**src/rtl/irph_pkg.sv**
```systemverilog
// ----------------------------------------------------------------------------
// irph_pkg
// Shared types, codes and helper functions for the peer handshake engine.
// ----------------------------------------------------------------------------
package irph_pkg;

   localparam int ID_BYTES   = 6;
   localparam int TIMER_BITS = 16;

   localparam int ID_W      = 48;
   localparam int CFG_TMR_W = 16;
   localparam int CHK_W     = 8;
   localparam int PKT_W     = 3;
   localparam int OP_W      = 2;
   localparam int CSR_AW    = 2;

   // bytes of an ID that take part in compares and checksums
   localparam int ID_BYTES_USED = (ID_BYTES < ID_W / 8) ? ID_BYTES : ID_W / 8;
   localparam logic [ID_W-1:0] ID_MASK = (ID_BYTES >= ID_W / 8) ? {ID_W{1'b1}} :
      ID_W'((64'd1 << (8 * ID_BYTES)) - 64'd1);

   // request opcodes
   localparam logic [OP_W-1:0] OP_START = 2'd0;
   localparam logic [OP_W-1:0] OP_PKT   = 2'd1;
   localparam logic [OP_W-1:0] OP_TICK  = 2'd2;

   // packet types
   localparam logic [PKT_W-1:0] PK_REQ  = 3'd0;
   localparam logic [PKT_W-1:0] PK_ACC  = 3'd1;
   localparam logic [PKT_W-1:0] PK_DATA = 3'd2;
   localparam logic [PKT_W-1:0] PK_ACK  = 3'd3;
   localparam logic [PKT_W-1:0] PK_CANC = 3'd4;

   // register indexes
   localparam logic [CSR_AW-1:0] CSR_OWN_ID  = 2'd0;
   localparam logic [CSR_AW-1:0] CSR_TIMEOUT = 2'd1;
   localparam logic [CSR_AW-1:0] CSR_DELAY   = 2'd2;

   typedef enum logic [2:0] {
      PH_IDLE = 3'd0,
      PH_WAIT = 3'd1,
      PH_SEND = 3'd2,
      PH_RECV = 3'd3,
      PH_DONE = 3'd4,
      PH_TOUT = 3'd5,
      PH_CANC = 3'd6
   } phase_type;

   typedef enum logic [1:0] {
      EV_NONE  = 2'd0,
      EV_START = 2'd1,
      EV_PKT   = 2'd2,
      EV_TICK  = 2'd3
   } ev_kind_type;

   typedef struct packed {
      ev_kind_type      kind;
      logic [PKT_W-1:0] ptype;
      logic [ID_W-1:0]  sender;
      logic             bad;
   } event_type;

   function automatic logic [CHK_W-1:0] xor_check(input logic [PKT_W-1:0] ptype,
                                                  input logic [ID_W-1:0]  id);
      logic [CHK_W-1:0] c;
      c = CHK_W'(ptype);
      for (int i = 0; i < ID_BYTES_USED; i++) begin
         c = c ^ id[8*i +: 8];
      end
      return c;
   endfunction

   // saturate to the counter width, never load zero
   function automatic logic [TIMER_BITS-1:0] timer_load(input logic [CFG_TMR_W-1:0] v);
      logic [TIMER_BITS-1:0] r;
      if (TIMER_BITS < CFG_TMR_W && (v >> TIMER_BITS) != '0) begin
         r = '1;
      end else begin
         r = TIMER_BITS'(v);
      end
      if (r == '0) begin
         r = TIMER_BITS'(1);
      end
      return r;
   endfunction

endpackage

```
**src/rtl/irph_front.sv**
```systemverilog
// ----------------------------------------------------------------------------
// irph_front
// Classifies incoming transactions and screens packet checksums.
// ----------------------------------------------------------------------------
module irph_front
   import irph_pkg::*;
(
   input  logic [OP_W-1:0]  op,
   input  logic [PKT_W-1:0] pkt_type,
   input  logic [ID_W-1:0]  pkt_sender,
   input  logic [CHK_W-1:0] pkt_check,
   output event_type        ev
);

   logic chk_ok;

   assign chk_ok = (xor_check(pkt_type, pkt_sender) == pkt_check);

   always_comb begin
      ev.ptype  = pkt_type;
      ev.sender = pkt_sender;
      ev.bad    = 1'b0;
      unique case (op)
         OP_START: ev.kind = EV_START;
         OP_PKT: begin
            // a corrupt packet only raises the flag
            ev.kind = chk_ok ? EV_PKT : EV_NONE;
            ev.bad  = !chk_ok;
         end
         OP_TICK: ev.kind = EV_TICK;
         default: ev.kind = EV_NONE;
      endcase
   end

endmodule

```
**src/rtl/irph_fifo.sv**
```systemverilog
// ----------------------------------------------------------------------------
// irph_fifo
// Two-entry event queue between the classifier and the protocol engine.
// ----------------------------------------------------------------------------
module irph_fifo
   import irph_pkg::*;
(
   input  logic      clock,
   input  logic      reset,
   input  logic      push,
   input  event_type push_data,
   output logic      full,
   input  logic      pop,
   output logic      not_empty,
   output event_type pop_data
);

   event_type  mem_ff [2];
   logic       wr_ptr_ff, wr_ptr_in;
   logic       rd_ptr_ff, rd_ptr_in;
   logic [1:0] count_ff, count_in;

   assign full      = (count_ff == 2'd2);
   assign not_empty = (count_ff != 2'd0);
   assign pop_data  = mem_ff[rd_ptr_ff];

   always_comb begin
      wr_ptr_in = wr_ptr_ff ^ push;
      rd_ptr_in = rd_ptr_ff ^ pop;
      count_in  = count_ff + 2'(push) - 2'(pop);
   end

   always_ff @(posedge clock) begin
      if (reset) begin
         wr_ptr_ff <= 1'b0;
         rd_ptr_ff <= 1'b0;
         count_ff  <= 2'd0;
      end else begin
         wr_ptr_ff <= wr_ptr_in;
         rd_ptr_ff <= rd_ptr_in;
         count_ff  <= count_in;
      end
   end

   always_ff @(posedge clock) begin
      if (push) begin
         mem_ff[wr_ptr_ff] <= push_data;
      end
   end

   a_no_overflow: assert property (@(posedge clock) disable iff (reset)
      !(push && full && !pop))
      else $error("event queue written while full");

endmodule

```
**src/rtl/irph_back.sv**
```systemverilog
// ----------------------------------------------------------------------------
// irph_back
// Handshake protocol engine with step countdown and result register.
// ----------------------------------------------------------------------------
module irph_back
   import irph_pkg::*;
(
   input  logic                 clock,
   input  logic                 reset,
   input  logic [ID_W-1:0]      own_id,
   input  logic [CFG_TMR_W-1:0] exchange_timeout,
   input  logic [CFG_TMR_W-1:0] idle_delay,
   input  logic                 ev_valid,
   input  event_type            ev,
   output logic                 ev_pop,
   output logic                 out_valid,
   input  logic                 out_ready,
   output logic                 send_valid,
   output logic [PKT_W-1:0]     send_type,
   output logic [ID_W-1:0]      send_sender,
   output logic [CHK_W-1:0]     send_check,
   output logic [2:0]           proto_state,
   output logic                 check_bad,
   output logic                 sync_done,
   output logic [ID_W-1:0]      peer_out
);

   phase_type             phase_ff, phase_in;
   logic [ID_W-1:0]       peer_ff, peer_in;
   logic [TIMER_BITS-1:0] rem_ff, rem_in;
   logic [TIMER_BITS-1:0] rem_dec;

   logic                  ov_ff, ov_in;
   logic                  snd_ff, bad_ff, done_ff;
   logic [PKT_W-1:0]      stype_ff;
   logic [CHK_W-1:0]      schk_ff;
   logic [ID_W-1:0]       ssnd_ff, peer_o_ff;
   phase_type             state_o_ff;

   logic                  snd, done, active, match;
   logic [PKT_W-1:0]      stype;

   assign ev_pop  = ev_valid && (!ov_ff || out_ready);
   assign rem_dec = rem_ff - TIMER_BITS'(1);

   always_comb begin
      phase_in = phase_ff;
      peer_in  = peer_ff;
      rem_in   = rem_ff;
      snd      = 1'b0;
      stype    = PK_REQ;
      done     = 1'b0;
      active   = (phase_ff == PH_SEND) || (phase_ff == PH_RECV);
      match    = ((ev.sender & ID_MASK) == (peer_ff & ID_MASK));
      unique case (ev.kind)
         EV_START: begin
            if (phase_ff == PH_IDLE) begin
               peer_in  = '0;
               phase_in = PH_WAIT;
               rem_in   = timer_load(exchange_timeout);
               snd      = 1'b1;
               stype    = PK_REQ;
            end
         end
         EV_PKT: begin
            if (phase_ff == PH_WAIT || active) begin
               if (ev.ptype == PK_CANC) begin
                  if (active && match) begin
                     phase_in = PH_CANC;
                     rem_in   = timer_load(idle_delay);
                  end
               end else if (active && !match) begin
                  // stray packet from another node
               end else begin
                  unique case (phase_ff)
                     PH_WAIT: begin
                        if (ev.ptype == PK_REQ) begin
                           rem_in = timer_load(exchange_timeout);
                           // lower ID takes the receiver role
                           if ((own_id & ID_MASK) < (ev.sender & ID_MASK)) begin
                              peer_in  = ev.sender;
                              phase_in = PH_RECV;
                              snd      = 1'b1;
                              stype    = PK_ACC;
                           end
                        end else if (ev.ptype == PK_ACC) begin
                           peer_in  = ev.sender;
                           rem_in   = timer_load(exchange_timeout);
                           phase_in = PH_SEND;
                           snd      = 1'b1;
                           stype    = PK_DATA;
                        end
                     end
                     PH_SEND: begin
                        if (ev.ptype == PK_ACK) begin
                           phase_in = PH_DONE;
                           done     = 1'b1;
                           rem_in   = timer_load(idle_delay);
                        end else if (ev.ptype == PK_ACC) begin
                           rem_in = timer_load(exchange_timeout);
                           snd    = 1'b1;
                           stype  = PK_DATA;
                        end
                     end
                     PH_RECV: begin
                        if (ev.ptype == PK_DATA) begin
                           snd      = 1'b1;
                           stype    = PK_ACK;
                           phase_in = PH_DONE;
                           done     = 1'b1;
                           rem_in   = timer_load(idle_delay);
                        end else if (ev.ptype == PK_REQ) begin
                           rem_in = timer_load(exchange_timeout);
                           snd    = 1'b1;
                           stype  = PK_ACC;
                        end
                     end
                     default: ;
                  endcase
               end
            end
         end
         EV_TICK: begin
            if (rem_ff != '0) begin
               rem_in = rem_dec;
               if (rem_dec == '0) begin
                  if (phase_ff == PH_WAIT || active) begin
                     if (active) begin
                        snd   = 1'b1;
                        stype = PK_CANC;
                     end
                     phase_in = PH_TOUT;
                     rem_in   = timer_load(idle_delay);
                  end else if (phase_ff != PH_IDLE) begin
                     phase_in = PH_IDLE;
                     peer_in  = '0;
                  end
               end
            end
         end
         default: ;
      endcase
      ov_in = ev_pop || (ov_ff && !out_ready);
   end

   always_ff @(posedge clock) begin
      if (reset) begin
         phase_ff <= PH_IDLE;
         peer_ff  <= '0;
         rem_ff   <= '0;
         ov_ff    <= 1'b0;
      end else begin
         ov_ff <= ov_in;
         if (ev_pop) begin
            phase_ff <= phase_in;
            peer_ff  <= peer_in;
            rem_ff   <= rem_in;
         end
      end
   end

   always_ff @(posedge clock) begin
      if (ev_pop) begin
         snd_ff     <= snd;
         stype_ff   <= snd ? stype : '0;
         ssnd_ff    <= snd ? own_id : '0;
         schk_ff    <= snd ? xor_check(stype, own_id) : '0;
         state_o_ff <= phase_in;
         bad_ff     <= ev.bad;
         done_ff    <= done;
         peer_o_ff  <= peer_in;
      end
   end

   assign out_valid   = ov_ff;
   assign send_valid  = snd_ff;
   assign send_type   = stype_ff;
   assign send_sender = ssnd_ff;
   assign send_check  = schk_ff;
   assign proto_state = state_o_ff;
   assign check_bad   = bad_ff;
   assign sync_done   = done_ff;
   assign peer_out    = peer_o_ff;

   a_done_state: assert property (@(posedge clock) disable iff (reset)
      (ov_ff && done_ff) |-> (state_o_ff == PH_DONE))
      else $error("completion pulse without completed state");

   a_quiet_fields: assert property (@(posedge clock) disable iff (reset)
      (ov_ff && !snd_ff) |-> (stype_ff == '0 && ssnd_ff == '0 && schk_ff == '0))
      else $error("packet fields set with nothing to send");

   a_bad_is_inert: assert property (@(posedge clock) disable iff (reset)
      (ov_ff && bad_ff) |-> (!snd_ff && !done_ff))
      else $error("dropped packet produced an action");

endmodule

```
**src/rtl/ir_peer_handshake_fsm.sv**
```systemverilog
// ----------------------------------------------------------------------------
// ir_peer_handshake_fsm
// Two-party peer ID handshake engine with checksum screening and timeouts.
// ----------------------------------------------------------------------------
// Usage:
//   req_* carries one event per transaction: tuser selects start, received
//   packet or millisecond tick; tdata holds the packet fields.
//   rsp_* returns exactly one result per request: the packet to transmit
//   (if any), the protocol state, the bad-checksum flag, the completion
//   pulse and the current peer ID.
//   csr_* writes own_id, exchange_timeout and idle_delay; write only while
//   the block is idle.
// Timing:
//   Each request passes through the event queue to a registered result. One
//   request per cycle is sustained while rsp_tready is high; the protocol
//   engine then handles one event per cycle in a single compare-and-update step.
// Reset:
//   Synchronous; returns to idle with no peer, timer stopped and registers
//   at their defaults (own_id 0, timeout 1000, delay 500).
// Stalls:
//   While rsp_tready is low the result holds and up to two further requests
//   are queued; req_tready then drops until the result is taken.
// ----------------------------------------------------------------------------
module ir_peer_handshake_fsm
   import irph_pkg::*;
(
   input  logic              clock,
   input  logic              reset,
   // configuration
   input  logic              csr_we,
   input  logic [CSR_AW-1:0] csr_addr,
   input  logic [ID_W-1:0]   csr_wdata,
   // request stream
   input  logic              req_tvalid,
   output logic              req_tready,
   input  logic [63:0]       req_tdata,  // pkt_type[2:0] pkt_sender[50:3] pkt_check[58:51]
   input  logic [OP_W-1:0]   req_tuser,  // op[1:0]
   // response stream
   output logic              rsp_tvalid,
   input  logic              rsp_tready,
   output logic [119:0]      rsp_tdata   // send_valid[0] send_type[3:1] send_sender[51:4]
                                         // send_check[59:52] proto_state[62:60]
                                         // check_bad[63] sync_done[64] peer_out[112:65]
);

   logic [ID_W-1:0]      own_id_ff;
   logic [CFG_TMR_W-1:0] timeout_ff;
   logic [CFG_TMR_W-1:0] delay_ff;

   event_type            ev_front, ev_q;
   logic                 q_full, q_not_empty, q_pop, push;

   logic                 send_valid, check_bad, sync_done;
   logic [PKT_W-1:0]     send_type;
   logic [ID_W-1:0]      send_sender, peer_out;
   logic [CHK_W-1:0]     send_check;
   logic [2:0]           proto_state;

   always_ff @(posedge clock) begin
      if (reset) begin
         own_id_ff  <= '0;
         timeout_ff <= CFG_TMR_W'(1000);
         delay_ff   <= CFG_TMR_W'(500);
      end else if (csr_we) begin
         case (csr_addr)
            CSR_OWN_ID:  own_id_ff  <= csr_wdata;
            CSR_TIMEOUT: timeout_ff <= csr_wdata[CFG_TMR_W-1:0];
            CSR_DELAY:   delay_ff   <= csr_wdata[CFG_TMR_W-1:0];
            default: ;
         endcase
      end
   end

   assign req_tready = !q_full;
   assign push       = req_tvalid && !q_full;

   irph_front u_front (
      .op         (req_tuser),
      .pkt_type   (req_tdata[2:0]),
      .pkt_sender (req_tdata[50:3]),
      .pkt_check  (req_tdata[58:51]),
      .ev         (ev_front)
   );

   irph_fifo u_fifo (
      .clock     (clock),
      .reset     (reset),
      .push      (push),
      .push_data (ev_front),
      .full      (q_full),
      .pop       (q_pop),
      .not_empty (q_not_empty),
      .pop_data  (ev_q)
   );

   irph_back u_back (
      .clock            (clock),
      .reset            (reset),
      .own_id           (own_id_ff),
      .exchange_timeout (timeout_ff),
      .idle_delay       (delay_ff),
      .ev_valid         (q_not_empty),
      .ev               (ev_q),
      .ev_pop           (q_pop),
      .out_valid        (rsp_tvalid),
      .out_ready        (rsp_tready),
      .send_valid       (send_valid),
      .send_type        (send_type),
      .send_sender      (send_sender),
      .send_check       (send_check),
      .proto_state      (proto_state),
      .check_bad        (check_bad),
      .sync_done        (sync_done),
      .peer_out         (peer_out)
   );

   assign rsp_tdata = {7'd0, peer_out, sync_done, check_bad, proto_state,
                       send_check, send_sender, send_type, send_valid};

endmodule
```
**config.mk**
```make
export PLATFORM = sky130hd
export DESIGN_NAME = ir_peer_handshake_fsm
export DESIGN_NICKNAME = d
export VERILOG_FILES = /design/src/rtl/irph_pkg.sv /design/src/rtl/irph_front.sv /design/src/rtl/irph_fifo.sv /design/src/rtl/irph_back.sv /design/src/rtl/ir_peer_handshake_fsm.sv
export SDC_FILE = /design/constraint.sdc
export NUM_CORES = 1
export LEC_CHECK = 0
export BUFFER_PORTS_ARGS = -buffer_cell sky130_fd_sc_hd__buf_2
export CAP_MARGIN = 40
export CORE_UTILIZATION = 50
export CTS_BUF_LIST = sky130_fd_sc_hd__clkbuf_8 sky130_fd_sc_hd__clkbuf_16
export CTS_CLUSTER_SIZE = 24
export DETAILED_ROUTE_END_ITERATION = 7
export PLACE_DENSITY = 0.77
export SLEW_MARGIN = 25
export SYNTH_ARGS = -nofsm -noshare
export SYNTH_HDL_FRONTEND = slang
export SYNTH_SLANG_ARGS = --single-unit
```
**constraint.sdc**
```tcl
create_clock -name clock -period 9.8 [get_ports clock]
set_input_delay 0.98 -clock clock [delete_from_list [all_inputs] [get_ports clock]]
set_output_delay 0.98 -clock clock [all_outputs]
set_load 0.05 [all_outputs]
```
==> results.yml, run 1 <==
outcome:
  status: "complete, no violations"
critical_path:
  critPathSlowestCell: "and2_1"
  cp.arrival_ns: 5.57
  worst-path-stages: 13
  critical_path_class: "reg -> reg"
  cpLargestDelayFamily: "compound AO/OA/AOI/OAI gates"
  worstPathRequired_ns: 10.05
  critPathMaxStageDelay_ns: 0.79
  cp-end-kind: "register"
  crit_path_start_kind: "register"
  crit_buf_inv: 3
  path_max_fanout: 29
  crit_chain: "buf_4, buf_12, mux2i_2, ha_1, a21oi_1, o21ai_0, a221oi_1, a21oi_1, o31ai_2, and2_1, o21ai_2, buf_6, o2bb2ai_1"
  r2r_cells: 13
  cpMostUsedCell: "a21oi_1"
place:
  hpwl_mm: 38.07
  io_buffers: 230
  place.gp.congestion: 0.9465
  place_area_mm2: 0.02010
route:
  routed_wirelength_mm: 52.24
  drc: 0
  drt_iter0_markers: 1390
  wl_per_cell_um: 21.38
  postRouteAntennaNets: 0
  vias_per_cell: 6.081
  vias: 14860
  detail_route.first_pass.iterations: 6
worst_hold_path:
  hold_path.class: "reg -> reg"
  hold_path_depth: 2
timing:
  max_slew.worst_pin.slew_ns: 0.8849
  hold_violations: 0
  timing.hold.ws_ns: 0.4734
  fmax_mhz: 187.9
  slew_violations: 0
  fin_crit_ns: 5.321
  tns_ns: 0
  max_slew_margin: 0.4087
  rsz0062_at_grt: "no"
  finalCritPeriodShare: 0.5430
  fin_skew_ns: 0.01582
  setup_viol: 0
global_route:
  antenna_found_initial: 0
  grt_max_degree: 59
  grt_overflow: 0
  grt_pass1_vias: 13870
  grt_util_met3: 0.04095
  grt_pass1_wl_mm: 79.24
  grt_util_met2: 0.4253
  grt_use_total: 0.2719
  busiest_layer: "met2"
  groute.layer.met1.usage: 0.3787
cells_and_area:
  fin_nets: 2116
  regArea_mm2: 0.009683
  fin_util: 0.5876
  syn2layout_area_growth_pct: 15.89
  drive_gt1_frac: 0.2000
  stdcell_area_mm2: 0.02151
  n_fill_cell: 3025
  diodes: 0
  multi_input_area_mm2: 0.008244
clock_tree:
  cts.reportedPaths.clkPinSlew_ns: 0.06
  ctsLongestPathBuffers: 3
  insertion_delay_ns: 0.57
  cts_hold_buf: 0
  cts_sinks: 373
  cts_root_buffer: "clkbuf_16"
  cts_made_buffers: 41
  post_cts_resized: 0
  post_cts_buffers: 0
  htree_num_levels: 2
  cts_tree: "yes"
pwr:
  ir_drop_v: 0.0001783
  power.total_mw: 6.675
  leakagePower_nw: 8.043
  power.density_mw_per_mm2: 310.3
synthesis:
  synth-seq-area-share: 0.5214
  yosysMostFrequentCell: "nand2_1"
  synth.area.top_cells: "edfxtp_1 36%, dfxtp_1 16%, xnor2_1 6.5%, nand2_1 4.7%, a21oi_1 3.6%"
  synthDistinctLibCells: 78
  ys_async_sr_fraction: 0
  ys.flop_type: "edfxtp_1"
  synth-seq-cells: 373
  synth_top_area_share: 0.3575
  ys_warn_count: 0
  synth-edff-count: 221
  syn_inst: 1741
  avgSynthCellArea_um2: 10.66
  synth_top_cell_by_area: "edfxtp_1"
  synth_common_cells: "231 x nand2_1, 221 x edfxtp_1, 152 x dfxtp_1, 138 x xnor2_1, 135 x a21oi_1"
  syn_area_mm2: 0.01856
die:
  initial_core_util: 0.5070
  die_w_um: 194.7
  core_mm2: 0.03661
  ios: 243
  fp.dieH_um: 194.7
  dieArea_mm2: 0.03790
  core.rowCount: 70
run:
  cap_viol_max_count: 0
[per-layer routing]
metal  up-vias  part of all wire
met5         -                 0
met4         0             0.036
met3       118             0.090
met2       819              0.45
met1      7155              0.42
li1       6765                 -
[final cells by class]
class                   instances  area share
clock buffers                  47     0.05258
clock inverters                29     0.01169
inverters                      49    0.008666
multi-input cells            1219      0.3832
flip-flops and latches        373      0.4501
well taps                     468     0.02722
repair buffers                258     0.06648
[worst paths after layout]
kind	startpoint	end	slack [ns]
worst max register to register	u_fifo.rd_ptr_ff	u_back.peer_out[2]	4.48
worst max-delay path	u_fifo.rd_ptr_ff	u_back.peer_out[2]	4.48
worst min register to register	delay_ff[0]	delay_ff[0]	0.47
worst min-delay path	delay_ff[0]	delay_ff[0]	0.47
[sequential cells by signal, indices dropped and copies added, names as in the netlist]
register / cells
own_id_ff: 48
u_back.send_check: 8
u_fifo.wr_ptr_ff: 1
u_fifo.mem_ff: 108
timeout_ff: 16
u_back.send_type: 3
u_back.peer_out: 48
u_back.out_valid: 1
u_fifo.count_ff: 2
u_back.rem_ff: 16
u_back.phase_ff: 3
u_fifo.rd_ptr_ff: 1
u_back.proto_state: 3
u_back.peer_ff: 48
delay_ff: 16
u_back.send_sender: 48
u_back.send_valid: 1
u_back.check_bad: 1
u_back.sync_done: 1
[cell families after synthesis]
group           after synthesis  synth area share
simple gates                536            0.1413
mux                          63           0.04597
other cells                   1         0.0002020
buf+inv                     155           0.03721
compound gates              405            0.1450
flops                       373            0.5214
fa+ha+maj                    53           0.03572
xor+xnor                    155           0.07313
[through the flow]
step           instances  setup slack (ns)
2_1_floorplan       1747             3.779
3_3_place_gp        2358             4.211
3_5_place_dp        2364             4.349
4_1_cts             2440             4.349
5_1_grt             2443             4.198
6_report            2443             4.479
[worst reg2reg max path, stage by stage, from the launching register on]
cell and delay (ns):
dfxtp_4 0.45, buf_4 0.50, buf_12 0.32, mux2i_2 0.59
ha_1 0.36, a21oi_1 0.12, o21ai_0 0.09, a221oi_1 0.26
a21oi_1 0.15, o31ai_2 0.64, and2_1 0.79, o21ai_2 0.30
buf_6 0.24, o2bb2ai_1 0.19
[where the power goes]
part | total [mW] | internal (mW) | switching, mW
registers | 2.24 | 2.04 | 0.194
logic | 2.87 | 0.825 | 2.04
clock network | 1.57 | 0.934 | 0.641
total | 6.68 | 3.80 | 2.88
[layout by cell type, fill, tap and decap left out, types with 22 or more instances in the layout]
cell type / n
a21o_1: 22
a21oi_1: 135
and2_1: 60
buf_2: 230
clkbuf_16: 43
dfxtp_1: 151
edfxtp_1: 221
ha_1: 51
inv_1: 56
nand2_1: 231
nand3_1: 42
nor2_1: 53
nor3_1: 29
nor4_1: 41
o211ai_1: 32
o21ai_0: 52
o22ai_1: 33
o2bb2ai_1: 29
xnor2_1: 138
(Power assumes the default switching activity.)
==> run 2, diff against run 1 <==
PLACE_DENSITY = 0.79   (was 0.77)
clock period = 4.7 ns   (was 9.8 ns; I/O delays follow)
==> results.yml, run 2 (same netlist as run 1, synthesis figures left out) <==
global_route:
  antenna_found_initial: 0
  grt_max_degree: 92
  grt_pass1_wl_mm: 79.81
  grt_use_total: 0.2737
  grt_overflow: 0
  grt_pass1_vias: 13930
pwr:
  pwr-share-clk: 0.222
  swShare: 0.4298
  ir_drop_v: 0.0003012
  switching_power_mw: 5.939
  power.density_mw_per_mm2: 639.0
  internal-power_mw: 7.878
  comb_power_share: 0.438
  leakagePower_nw: 8.143
  seqPwrFrac: 0.340
  power.total_mw: 13.82
critical_path:
  cp-end-kind: "register"
  cpLargestDelayFamily: "compound AO/OA/AOI/OAI gates"
  critical_path_class: "reg -> reg"
  cp.arrival_ns: 4.53
  crit_path_start_kind: "register"
  cpMostUsedCell: "buf_4"
  critPathSlowestCell: "a221oi_1"
  r2r_cells: 14
  critPathMaxStageDelay_ns: 0.65
  worstPathRequired_ns: 5.09
  path_max_fanout: 18
  crit_chain: "buf_4, mux2_2, inv_1, ha_1, nand4_1, nand4bb_1, nand2b_1, a2111oi_0, buf_4, nor4_1, buf_4, a221oi_1, a21o_1, a22o_1"
  crit_buf_inv: 4
  worst-path-stages: 14
outcome:
  status: "complete, no violations"
die:
  core.rowCount: 70
  dieArea_mm2: 0.03790
  initial_core_util: 0.5070
  fp.dieH_um: 194.7
  core_mm2: 0.03661
  die_w_um: 194.7
  ios: 243
clock_tree:
  post_cts_resized: 0
  cts.reportedPaths.clkPinSlew_ns: 0.06
  ctsLongestPathBuffers: 3
  insertion_delay_ns: 0.54
  cts_tree: "yes"
  cts_sinks: 373
  htree_num_levels: 2
  cts_made_buffers: 39
  cts_hold_buf: 0
  cts_root_buffer: "clkbuf_16"
  post_cts_buffers: 0
place:
  place.gp.congestion: 0.9458
  io_buffers: 230
  hpwl_mm: 38.82
timing:
  slew_violations: 0
  rsz0062_at_grt: "no"
  max_slew.worst_pin.slew_ns: 0.8142
  hold_violations: 0
  fmax_mhz: 242.0
  max_slew_margin: 0.4572
  fin_skew_ns: 0.02781
  tns_ns: 0
  setup_viol: 0
  fin_crit_ns: 4.133
  finalCritPeriodShare: 0.8793
route:
  drc: 0
  detail_route.first_pass.iterations: 6
  drt_iter0_markers: 1420
  postRouteAntennaNets: 0
  wl_per_cell_um: 21.34
  vias: 14960
  routed_wirelength_mm: 52.58
  vias_per_cell: 6.071
run:
  cap_viol_max_count: 0
cells_and_area:
  fin_nets: 2142
  regMostFlops: "u_fifo.mem_ff"
  final_common_cell: "nand2_1"
  drive_gt1_frac: 0.2069
  syn2layout_area_growth_pct: 16.49
  final_cell_mix: "231 x nand2_1, 229 x buf_2, 221 x edfxtp_1, 151 x dfxtp_1, 138 x xnor2_1"
  diodes: 0
  largest_reg_flops: 108
worst_hold_path:
  hold_path_depth: 1
  hold_path.class: "in -> reg"
## run 2: changes by cell type in the layout (fill, tap and decap cells not counted), moves of 2 or more
cell and change:
buf_4 +29, clkinvlp_4 -2, buf_6 -3, clkbuf_16 -3, inv_1 +3, clkbuf_8 -4
## run 2: path summary, 6_finish.rpt
check	startpoint	to	slack [ns]
worst max-delay path	u_fifo.rd_ptr_ff	u_back.peer_out[19]	0.57
worst min-delay path	req_tdata[35]	u_fifo.mem_ff[0][33]	0.14
worst max register to register	u_fifo.rd_ptr_ff	u_back.peer_out[19]	0.57
worst min register to register	timeout_ff[11]	timeout_ff[11]	0.48
## run 2: through the flow
step / cell area (µm²) / worst slack [ns] / util / hold WS, ns / cells
2_1_floorplan: 18590 / 0.9660 / - / 0.4361 / 1747
3_3_place_gp: 20280 / 0.7939 / 0.5539 / 0.4633 / 2391
3_5_place_dp: 20310 / 0.6774 / 0.5546 / 0.4721 / 2392
4_1_cts: 21570 / 0.6173 / 0.5892 / 0.1237 / 2461
5_1_grt: 21620 / 0.3061 / 0.5907 / 0.1373 / 2464
6_report: 21620 / 0.5673 / 0.5907 / 0.1402 / 2464
## run 2: power groups by stage
stage	logic, mW	registers (mW)	clock network, mW
2_1_floorplan	3.21	5.86	0
3_3_place_gp	5.86	4.74	0
3_5_place_dp	5.95	4.75	0
4_1_cts	5.98	4.69	3.11
5_1_grt	6.42	4.76	3.24
6_report	6.06	4.69	3.07
## run 2: routing by layer
metal | GRT usage | wire length [µm]
met1 | 0.3825 | 21900
met3 | 0.03106 | 4334
met2 | 0.4381 | 24420
met5 | 0 | 0
met4 | 0.1029 | 1926
## run 2: cell type report
type / instances / area, µm²
fillers: 2968 / 14990
flip-flops and latches: 373 / 9683
multi-input cells: 1219 / 8242
repair buffers: 286 / 1664
clock buffers: 40 / 1001
well taps: 468 / 585.6
clock inverters: 29 / 262.8
inverters: 49 / 186.4
